<file path="src/design/riff_wave_locator_defines.svh">
// ----------------------------------------------------------------------------
// RIFF wave locator assertion macros
// Shared property wrappers for the locator's checks.
// ----------------------------------------------------------------------------
`ifndef RIFF_WAVE_LOCATOR_DEFINES_SVH
`define RIFF_WAVE_LOCATOR_DEFINES_SVH

// check on every clock edge outside reset
`define RIFF_ASSERT(label, clk, rst, prop, msg) \
   label: assert property (@(posedge clk) disable iff (rst) prop) else $error(msg);

// check on every clock edge, reset included
`define RIFF_ASSERT_ALWAYS(label, clk, prop, msg) \
   label: assert property (@(posedge clk) prop) else $error(msg);

`endif

</file>
<file path="src/design/riff_pkg.sv">
// ----------------------------------------------------------------------------
// riff_pkg
// Types, codes and constants shared by the RIFF wave locator modules.
// ----------------------------------------------------------------------------
`default_nettype none

package riff_pkg;

   localparam int POS_BITS       = 32;
   localparam int WEND_BITS      = ((POS_BITS > 32) ? POS_BITS : 32) + 1;
   localparam int SKIP_BITS      = 33;
   localparam int HDR_BITS       = 3;
   localparam int QUEUE_DEPTH    = 4;
   localparam int QUEUE_PTR_BITS = $clog2(QUEUE_DEPTH);
   localparam int QUEUE_CNT_BITS = $clog2(QUEUE_DEPTH + 1);
   localparam int CSR_INDEX_BITS = 1;

   localparam logic [31:0] RIFF_TAG = 32'h4646_4952;
   localparam logic [31:0] WAVE_TAG = 32'h4556_4157;
   localparam logic [31:0] FMT_TAG  = 32'h2074_6D66;

   typedef enum logic [1:0] {
      PH_SEARCH = 2'd0,
      PH_WALK   = 2'd1,
      PH_DONE   = 2'd2
   } riff_phase_type;

   typedef enum logic [2:0] {
      EV_FOUND     = 3'd0,
      EV_CHUNK     = 3'd1,
      EV_END       = 3'd2,
      EV_NOT_FOUND = 3'd3,
      EV_TRUNCATED = 3'd4
   } riff_event_type;

   typedef enum logic [CSR_INDEX_BITS-1:0] {
      CSR_TARGET = 1'd0,
      CSR_PAD    = 1'd1
   } riff_csr_type;

   typedef struct packed {
      logic [7:0] data_byte;
      logic       end_of_file;
   } riff_req_type;

   typedef struct packed {
      riff_event_type event_kind;
      logic [31:0]    byte_offset;
      logic [31:0]    chunk_tag;
      logic [31:0]    length_value;
      logic           is_target;
      logic           last_of_run;
   } riff_rsp_type;

   // results of one byte: a found/chunk report, then an end/eof report
   typedef struct packed {
      logic           main_valid;
      riff_event_type main_kind;
      logic [31:0]    main_offset;
      logic [31:0]    main_tag;
      logic [31:0]    main_length;
      logic           main_target;
      logic           tail_valid;
      riff_event_type tail_kind;
      logic [31:0]    tail_offset;
   } riff_rec_type;

   typedef struct packed {
      logic         push;
      riff_rec_type rec;
   } riff_push_type;

endpackage

`default_nettype wire

</file>
<file path="src/design/riff_front.sv">
// ----------------------------------------------------------------------------
// riff_front
// Byte parser: signature search, chunk header walk and event classification.
// ----------------------------------------------------------------------------
`default_nettype none

module riff_front (
   input  wire logic                   clock,
   input  wire logic                   reset,
   input  wire logic                   accept,
   input  wire riff_pkg::riff_req_type req_data,
   input  wire logic                   csr_write,
   input  wire logic [riff_pkg::CSR_INDEX_BITS-1:0] csr_index,
   input  wire logic [31:0]            csr_data,
   output riff_pkg::riff_push_type     push_out
);
   import riff_pkg::*;

   riff_phase_type          phase_ff, phase_in;
   logic [POS_BITS-1:0]     position_ff, position_in;
   logic [11:0][7:0]        window_ff, window_in;
   logic [WEND_BITS-1:0]    wave_end_ff, wave_end_in;
   logic [HDR_BITS-1:0]     hdr_count_ff, hdr_count_in;
   logic [POS_BITS-1:0]     hdr_start_ff, hdr_start_in;
   logic [31:0]             tag_ff, tag_in;
   logic [31:0]             size_ff, size_in;
   logic [SKIP_BITS-1:0]    skip_ff, skip_in;
   logic [31:0]             target_ff;
   logic                    pad_ff;

   logic [POS_BITS:0]       next_pos;
   logic [POS_BITS-1:0]     wave_start;
   logic [31:0]             riff_len;
   riff_rec_type            rec;

   always_ff @(posedge clock) begin
      if (reset) begin
         target_ff <= FMT_TAG;
         pad_ff    <= 1'b0;
      end else if (csr_write) begin
         case (csr_index)
            CSR_TARGET: target_ff <= csr_data;
            CSR_PAD:    pad_ff    <= csr_data[0];
            default: ;
         endcase
      end
   end

   always_ff @(posedge clock) begin
      if (reset) begin
         phase_ff     <= PH_SEARCH;
         position_ff  <= '0;
         window_ff    <= '0;
         wave_end_ff  <= '0;
         hdr_count_ff <= '0;
         skip_ff      <= '0;
      end else if (accept) begin
         phase_ff     <= phase_in;
         position_ff  <= position_in;
         window_ff    <= window_in;
         wave_end_ff  <= wave_end_in;
         hdr_count_ff <= hdr_count_in;
         skip_ff      <= skip_in;
      end
   end

   always_ff @(posedge clock) begin
      if (accept) begin
         hdr_start_ff <= hdr_start_in;
         tag_ff       <= tag_in;
         size_ff      <= size_in;
      end
   end

   always_comb begin
      next_pos     = {1'b0, position_ff} + (POS_BITS+1)'(1);
      wave_start   = position_ff - POS_BITS'(11);
      phase_in     = phase_ff;
      window_in    = window_ff;
      wave_end_in  = wave_end_ff;
      hdr_count_in = hdr_count_ff;
      hdr_start_in = hdr_start_ff;
      tag_in       = tag_ff;
      size_in      = size_ff;
      skip_in      = skip_ff;
      riff_len     = '0;
      rec          = '0;
      rec.main_kind = EV_FOUND;
      rec.tail_kind = EV_END;

      unique case (phase_ff)
         PH_SEARCH: begin
            window_in = {req_data.data_byte, window_ff[11:1]};
            riff_len  = {window_in[7], window_in[6], window_in[5], window_in[4]};
            if ({window_in[3], window_in[2], window_in[1], window_in[0]} == RIFF_TAG &&
                {window_in[11], window_in[10], window_in[9], window_in[8]} == WAVE_TAG)
            begin
               wave_end_in     = WEND_BITS'(wave_start) + WEND_BITS'(8) +
                                 WEND_BITS'(riff_len);
               hdr_count_in    = '0;
               skip_in         = '0;
               phase_in        = PH_WALK;
               rec.main_valid  = 1'b1;
               rec.main_kind   = EV_FOUND;
               rec.main_offset = 32'(wave_start);
               rec.main_length = riff_len;
            end
         end
         PH_WALK: begin
            if (skip_ff != '0) begin
               skip_in = skip_ff - SKIP_BITS'(1);
            end else begin
               if (hdr_count_ff == '0) begin
                  hdr_start_in = position_ff;
               end
               if (!hdr_count_ff[2]) begin
                  tag_in[{hdr_count_ff[1:0], 3'b000} +: 8] = req_data.data_byte;
               end else begin
                  size_in[{hdr_count_ff[1:0], 3'b000} +: 8] = req_data.data_byte;
               end
               if (hdr_count_ff == HDR_BITS'(7)) begin
                  hdr_count_in    = '0;
                  skip_in         = SKIP_BITS'(size_in) + SKIP_BITS'(pad_ff & size_in[0]);
                  rec.main_valid  = 1'b1;
                  rec.main_kind   = EV_CHUNK;
                  rec.main_offset = 32'(hdr_start_in);
                  rec.main_tag    = tag_in;
                  rec.main_length = size_in;
                  rec.main_target = (tag_in == target_ff);
               end else begin
                  hdr_count_in = hdr_count_ff + HDR_BITS'(1);
               end
            end
         end
         default: ;
      endcase

      // header boundary at or past the wave end: close the walk
      if (phase_in == PH_WALK && hdr_count_in == '0 && skip_in == '0 &&
          WEND_BITS'(next_pos) >= wave_end_in) begin
         rec.tail_valid  = 1'b1;
         rec.tail_kind   = EV_END;
         rec.tail_offset = 32'(wave_end_in);
         phase_in        = PH_DONE;
      end

      position_in = next_pos[POS_BITS-1:0];

      if (req_data.end_of_file) begin
         if (phase_in == PH_SEARCH) begin
            rec.tail_valid  = 1'b1;
            rec.tail_kind   = EV_NOT_FOUND;
            rec.tail_offset = 32'(next_pos);
         end else if (phase_in == PH_WALK) begin
            rec.tail_valid  = 1'b1;
            rec.tail_kind   = EV_TRUNCATED;
            rec.tail_offset = 32'(next_pos);
         end
         phase_in     = PH_SEARCH;
         position_in  = '0;
         window_in    = '0;
         wave_end_in  = '0;
         hdr_count_in = '0;
         skip_in      = '0;
      end

      push_out.push = accept & (rec.main_valid | rec.tail_valid);
      push_out.rec  = rec;
   end

endmodule

`default_nettype wire

</file>
<file path="src/design/riff_queue.sv">
// ----------------------------------------------------------------------------
// riff_queue
// Short record queue between the parser and the result serializer.
// ----------------------------------------------------------------------------
`default_nettype none

`include "riff_wave_locator_defines.svh"

module riff_queue (
   input  wire logic                    clock,
   input  wire logic                    reset,
   input  wire riff_pkg::riff_push_type push_in,
   input  wire logic                    pop,
   output riff_pkg::riff_rec_type       head,
   output logic                         empty,
   output logic                         full
);
   import riff_pkg::*;

   riff_rec_type                entry_ff [QUEUE_DEPTH];
   logic [QUEUE_PTR_BITS-1:0]   wr_ptr_ff, wr_ptr_in;
   logic [QUEUE_PTR_BITS-1:0]   rd_ptr_ff, rd_ptr_in;
   logic [QUEUE_CNT_BITS-1:0]   count_ff, count_in;

   always_comb begin
      empty     = (count_ff == '0);
      full      = (count_ff == QUEUE_CNT_BITS'(QUEUE_DEPTH));
      head      = entry_ff[rd_ptr_ff];
      wr_ptr_in = push_in.push ? wr_ptr_ff + QUEUE_PTR_BITS'(1) : wr_ptr_ff;
      rd_ptr_in = pop ? rd_ptr_ff + QUEUE_PTR_BITS'(1) : rd_ptr_ff;
      count_in  = count_ff;
      if (push_in.push && !pop) begin
         count_in = count_ff + QUEUE_CNT_BITS'(1);
      end else if (!push_in.push && pop) begin
         count_in = count_ff - QUEUE_CNT_BITS'(1);
      end
   end

   always_ff @(posedge clock) begin
      if (reset) begin
         wr_ptr_ff <= '0;
         rd_ptr_ff <= '0;
         count_ff  <= '0;
      end else begin
         wr_ptr_ff <= wr_ptr_in;
         rd_ptr_ff <= rd_ptr_in;
         count_ff  <= count_in;
      end
   end

   always_ff @(posedge clock) begin
      if (push_in.push) begin
         entry_ff[wr_ptr_ff] <= push_in.rec;
      end
   end

   `RIFF_ASSERT_ALWAYS(a_count_bound, clock, reset || (count_ff <= QUEUE_CNT_BITS'(QUEUE_DEPTH)), "queue count past depth")
   `RIFF_ASSERT(a_pop_nonempty, clock, reset, pop |-> !empty, "pop from empty queue")
   `RIFF_ASSERT(a_push_room, clock, reset, push_in.push |-> (!full || pop), "push into full queue")
   `RIFF_ASSERT(a_push_count, clock, reset, (push_in.push && !pop) |=> (count_ff == $past(count_ff) + QUEUE_CNT_BITS'(1)), "push lost")

endmodule

`default_nettype wire

</file>
<file path="src/design/riff_back.sv">
// ----------------------------------------------------------------------------
// riff_back
// Result serializer: unpacks queued records into single result transactions.
// ----------------------------------------------------------------------------
`default_nettype none

`include "riff_wave_locator_defines.svh"

module riff_back (
   input  wire logic                   clock,
   input  wire logic                   reset,
   input  wire riff_pkg::riff_rec_type head,
   input  wire logic                   q_empty,
   output logic                        q_pop,
   input  wire logic                   rsp_pop,
   output logic                        rsp_empty,
   output riff_pkg::riff_rsp_type      rsp_data
);
   import riff_pkg::*;

   logic         out_valid_ff, out_valid_in;
   riff_rsp_type out_ff, out_in;
   logic         tail_next_ff, tail_next_in;
   logic         load;
   logic         take_main;
   logic         rec_done;

   always_comb begin
      load         = !q_empty && (!out_valid_ff || rsp_pop);
      take_main    = !tail_next_ff && head.main_valid;
      out_in       = out_ff;
      out_valid_in = out_valid_ff;
      tail_next_in = tail_next_ff;
      if (take_main) begin
         rec_done = !head.tail_valid;
      end else begin
         rec_done = 1'b1;
      end
      if (load) begin
         out_valid_in = 1'b1;
         tail_next_in = !rec_done;
         if (take_main) begin
            out_in.event_kind   = head.main_kind;
            out_in.byte_offset  = head.main_offset;
            out_in.chunk_tag    = head.main_tag;
            out_in.length_value = head.main_length;
            out_in.is_target    = head.main_target;
            out_in.last_of_run  = !head.tail_valid;
         end else begin
            out_in.event_kind   = head.tail_kind;
            out_in.byte_offset  = head.tail_offset;
            out_in.chunk_tag    = '0;
            out_in.length_value = '0;
            out_in.is_target    = 1'b0;
            out_in.last_of_run  = 1'b1;
         end
      end else if (rsp_pop) begin
         out_valid_in = 1'b0;
      end
      q_pop     = load && rec_done;
      rsp_empty = !out_valid_ff;
      rsp_data  = out_ff;
   end

   always_ff @(posedge clock) begin
      if (reset) begin
         out_valid_ff <= 1'b0;
         tail_next_ff <= 1'b0;
      end else begin
         out_valid_ff <= out_valid_in;
         tail_next_ff <= tail_next_in;
      end
   end

   always_ff @(posedge clock) begin
      out_ff <= out_in;
   end

   `RIFF_ASSERT(a_tail_has_head, clock, reset, tail_next_ff |-> !q_empty, "tail pending without record")
   `RIFF_ASSERT(a_tail_last, clock, reset, (out_valid_ff && tail_next_ff) |-> !out_ff.last_of_run, "last flag before tail")

endmodule

`default_nettype wire

</file>
<file path="src/design/riff_wave_locator.sv">
// ----------------------------------------------------------------------------
// riff_wave_locator
// Finds a RIFF/WAVE signature in a byte stream and reports its chunk headers.
// ----------------------------------------------------------------------------
// One file byte is taken per cycle on the request queue port while the record
// queue has room. The parser handles a byte in the cycle it is accepted and
// files its results (at most two: a found or chunk report, then a wave end,
// not found or truncated report) as one record in a four-record queue. The
// serializer delivers one result transaction per cycle from its output register
// while the receiver pops, so a byte with two results gives two transactions;
// req_full rises only while the record queue is full. Configuration writes are
// always ready and take effect on the next accepted byte.
`default_nettype none

module riff_wave_locator (
   input  wire logic                   clock,
   input  wire logic                   reset,
   input  wire logic                   req_push,
   output logic                        req_full,
   input  wire riff_pkg::riff_req_type req_data,
   output logic                        rsp_empty,
   input  wire logic                   rsp_pop,
   output riff_pkg::riff_rsp_type      rsp_data,
   input  wire logic                   csr_valid,
   output logic                        csr_ready,
   input  wire logic [riff_pkg::CSR_INDEX_BITS-1:0] csr_index,
   input  wire logic [31:0]            csr_data
);
   import riff_pkg::*;

   riff_push_type front_push;
   riff_rec_type  q_head;
   logic          q_empty;
   logic          q_full;
   logic          q_pop;
   logic          accept;

   assign accept    = req_push & ~q_full;
   assign req_full  = q_full;
   assign csr_ready = 1'b1;

   riff_front u_front (
      .clock     (clock),
      .reset     (reset),
      .accept    (accept),
      .req_data  (req_data),
      .csr_write (csr_valid & csr_ready),
      .csr_index (csr_index),
      .csr_data  (csr_data),
      .push_out  (front_push)
   );

   riff_queue u_queue (
      .clock   (clock),
      .reset   (reset),
      .push_in (front_push),
      .pop     (q_pop),
      .head    (q_head),
      .empty   (q_empty),
      .full    (q_full)
   );

   riff_back u_back (
      .clock     (clock),
      .reset     (reset),
      .head      (q_head),
      .q_empty   (q_empty),
      .q_pop     (q_pop),
      .rsp_pop   (rsp_pop),
      .rsp_empty (rsp_empty),
      .rsp_data  (rsp_data)
   );

endmodule

`default_nettype wire

</file>
<file path="config.mk">
export PLATFORM = sky130hd
export DESIGN_NAME = riff_wave_locator
export DESIGN_NICKNAME = d
export VERILOG_FILES = /design/src/design/riff_pkg.sv /design/src/design/riff_front.sv /design/src/design/riff_queue.sv /design/src/design/riff_back.sv /design/src/design/riff_wave_locator.sv
export VERILOG_INCLUDE_DIRS = /design/src /design/src/design
export SDC_FILE = /design/constraint.sdc
export NUM_CORES = 2
export LEC_CHECK = 0
export BUFFER_PORTS_ARGS = -buffer_cell sky130_fd_sc_hd__buf_2
export CORE_MARGIN = 5
export CORE_UTILIZATION = 67
export DETAILED_ROUTE_END_ITERATION = 12
export MAX_ROUTING_LAYER = met4
export PLACE_DENSITY = 0.85
export SLEW_MARGIN = 20
export SYNTH_ARGS = -nofsm -noshare
export SYNTH_HDL_FRONTEND = slang
export SYNTH_SLANG_ARGS = --single-unit
</file>
<file path="constraint.sdc">
create_clock -name clock -period 29.5 [get_ports clock]
set_clock_uncertainty 0.05 [all_clocks]
set_input_delay 2.95 -clock clock [delete_from_list [all_inputs] [get_ports clock]]
set_output_delay 2.95 -clock clock [all_outputs]
set_load 0.01 [all_outputs]
</file>
==> results.json <==
{
  "outcome": "finished, final reports clean",
  "ant_nets": 0,
  "track_usage_pct": 36.4,
  "worst_ep_arrival_time_ns": 12.18,
  "reg2reg_from": "u_front.position_ff[0]$_SDFFE_PP0P_",
  "p_per_area_nw_per_um2": 70.5,
  "dr_total_vias": 31186,
  "yosysSeqAreaShare_pct": 60.4,
  "required_ns": 29.74,
  "vias_per_cell": 6.93,
  "synth_cells": 3492,
  "clockRootBuffer": "clkbuf_16",
  "critPathMaxFanout": 68,
  "synth-seq-cells": 972,
  "pre_cts_ws_ns": 17.35,
  "ff2ff_setup_slack_ns": 17.56,
  "cts_buffer_depth": 3,
  "clock_latency_ns": 0.67,
  "ys_types": 93,
  "async_flop_share_pct": 0,
  "dp_hpwl_mm": 85.2,
  "cp_slowest_stage_delay_ns": 0.85,
  "maxCapViolations": 0,
  "max_freq_mhz": 83.8,
  "syn_area_per_cell_um2": 12.7,
  "synth_ff_type": "edfxtp_1",
  "coreArea_um2": 65700,
  "die_area_um2": 71600,
  "r2r_end": "u_queue.entry_ff[1][27]$_DFFE_PP_",
  "p_leak_nw": 17.7,
  "sequentialPowerShare_pct": 48.4,
  "routabilityCongestion": 1.03,
  "period_needed_ns": 11.94,
  "nNetsFinal": 3715,
  "m1WireLength_mm": 46.5,
  "highest_layer": "met4",
  "grt_pass1_wl_mm": 191,
  "timing_worst_setup_path_type": "register to register",
  "hp-start": "u_front.wave_end_ff[29]$_SDFFE_PP0P_",
  "slew_viol_final": 0,
  "timing.final.crit_share_pct": 40.5,
  "clk_pin_slew_ns": 0.07,
  "start_util_pct": 67.6,
  "synth_nets": 3652,
  "slew_headroom_pct": 8.42,
  "first_iter_violations": 4162,
  "firstDrtPassIters": 8,
  "startpoint_type": "register",
  "holdPathStages": 2,
  "antenna_found_initial": 5,
  "wl_per_cell_um": 28.5,
  "wirelength_mm": 129,
  "switching_share_pct": 27.0,
  "htree_levels": 3,
  "rsz0062_at_grt": "false",
  "cts_resized": 0,
  "grt_max_degree": 97,
  "io_pins": 151,
  "ff2ff_path_depth": 31,
  "timing.final.ws_setup_ns": 17.56,
  "rows": 94,
  "grt_pass1_vias": 30584,
  "drive_above_1_share_pct": 16.3,
  "irDropWorstVdd_mv": 0.0880,
  "hold_viol": 0,
  "worstMarginPinSlew_ns": 1.36,
  "dr_wl_met2_mm": 61.1,
  "cts_tree": "yes",
  "dieHeight_um": 268,
  "portBuffers": 149,
  "synth_edf_count": 737,
  "cts_hold_buf": 0,
  "worstHoldEndpoint": "u_front.wave_end_ff[29]$_SDFFE_PP0P_",
  "fp.dieW_um": 268,
  "p_sw_mw": 0.932,
  "ys.warnings.count": 0,
  "finalSetupViolations": 0,
  "drc": 0,
  "cp_num_buf_inv": 3,
  "fillerInstances": 3926,
  "pwr-share-clk_pct": 35.0,
  "p_int_mw": 2.52,
  "cp_top_family": "simple AND/OR/NAND/NOR gates",
  "clock_sinks": 972,
  "synthesis.area_um2": 44400,
  "hp-class": "register to register",
  "final_common_cell": "edfxtp_1",
  "area_growth_pct": 10.2,
  "post-cts-setup-buffers": 0,
  "layout_common_cells": "edfxtp_1, nor2_1, dfxtp_1",
  "comb_power_share_pct": 16.6,
  "fin_util_pct": 74.5,
  "dr_wl_met3_mm": 12.0,
  "critical_path.slowest_cell": "a2111oi_0",
  "overflow": 0,
  "endpoint_kind": "register",
  "numCtsBuffers": 94,
  "tns_ns": 0
}
## layer usage
| layer | global-route usage [%] | up-vias |
|---|---|---|
| li1 | - | 13335 |
| met1 | 46.1 | 15318 |
| met2 | 56.8 | 2068 |
| met3 | 6.25 | 465 |
| met4 | 19.7 | 0 |
| met5 | - | - |
## area by class of cell
| cell class | instances | area (um2) | share of cell area, % |
|---|---|---|---|
| Antenna cell | 3 | 7.51 | 0.0153 |
| Timing Repair Buffer | 200 | 1140 | 2.33 |
| Multi-Input combinational cell | 2199 | 16400 | 33.6 |
| Sequential cell | 972 | 26800 | 54.8 |
| Clock inverter | 43 | 475 | 0.971 |
| Inverter | 88 | 330 | 0.675 |
| Tap cell | 864 | 1080 | 2.21 |
| Clock buffer | 134 | 2640 | 5.40 |
## logic make-up (layout without fill, tap and decap cells)
group | Yosys count | in the layout | share of synthesized area [%]
AOI/OAI and AO/OA | 666 | 666 | 10.0
xor gates and xnor gates | 140 | 140 | 2.76
adders and majority gates | 113 | 113 | 3.21
buffers and inverters | 321 | 465 | 2.82
DFF | 972 | 972 | 60.4
muxes | 219 | 219 | 8.91
other | 1 | 4 | 0.00844
and+or+nand+nor | 1060 | 1060 | 11.9
## synth_stat cells, types with 62 or more instances
cell type	number	share of area [%]
a21oi_1	167	1.9
a22oi_1	144	2.4
clkbuf_1	189	1.6
dfxtp_1	235	11
edfxtp_1	737	50
ha_1	111	3.1
inv_1	88	0.74
mux2_2	62	1.6
mux4_2	135	6.8
nand2_1	223	1.9
nand3_1	72	0.81
nor2_1	358	3.0
nor2b_1	74	1.0
o21ai_0	122	1.4
xnor2_1	106	2.1
## worst max path at each step
stage / start / to / slack [ns] / cells past startpoint
final: u_front.position_ff[0]$_SDFFE_PP0P_ / u_queue.entry_ff[1][27]$_DFFE_PP_ / 17.56 / 31
after global routing: u_front.position_ff[0]$_SDFFE_PP0P_ / u_queue.entry_ff[1][63]$_DFFE_PP_ / 16.78 / 31
after floorplan: req_data[1] / u_queue.entry_ff[0][0]$_DFFE_PP_ / 18.60 / 21
after CTS: u_front.position_ff[0]$_SDFFE_PP0P_ / u_queue.entry_ff[1][40]$_DFFE_PP_ / 17.92 / 31
after detailed placement: req_data[3] / u_queue.entry_ff[1][27]$_DFFE_PP_ / 17.35 / 23
after global placement: req_data[3] / u_queue.entry_ff[2][118]$_DFFE_PP_ / 17.68 / 22
## sequential cells by signal, summed over array words and instances, names as in the netlist, named ones only
| name | cells |
|---|---|
| u_back.out_valid_ff | 1 |
| u_back.rsp_data | 101 |
| u_back.tail_next_ff | 1 |
| u_front.hdr_count_ff | 3 |
| u_front.hdr_start_ff | 32 |
| u_front.pad_ff | 1 |
| u_front.phase_ff | 2 |
| u_front.position_ff | 32 |
| u_front.size_ff | 32 |
| u_front.skip_ff | 33 |
| u_front.tag_ff | 32 |
| u_front.target_ff | 32 |
| u_front.wave_end_ff | 33 |
| u_front.window_ff | 88 |
| u_queue.count_ff | 3 |
| u_queue.entry_ff | 540 |
| u_queue.rd_ptr_ff | 2 |
| u_queue.wr_ptr_ff | 2 |
## power by group through the flow
stage	logic [mW]	clock network (mW)	registers [mW]
after floorplan	0.327	0	1.73
after global placement	0.551	0	1.69
after detailed placement	0.568	0	1.69
after CTS	0.580	1.21	1.67
after global routing	0.605	1.28	1.68
final	0.573	1.21	1.67
## tightest hold or removal path: stages (launching register included)
cell     delay (ns)
dfxtp_1        0.31
nand2_1        0.05
a21oi_1        0.05
## per-stage QoR
stage          std cells  cell area (um2)  total power [mW]  hold slack, ns
2_1_floorplan       3492            44400              2.05           0.381
5_1_grt             4503            49000              3.56           0.426
4_1_cts             4499            48900              3.46           0.410
3_3_place_gp        4322            45800              2.24           0.391
6_report            4503            49000              3.45           0.408
3_5_place_dp        4322            45800              2.26           0.398
Note: power is estimated with default switching activity, not from simulation.
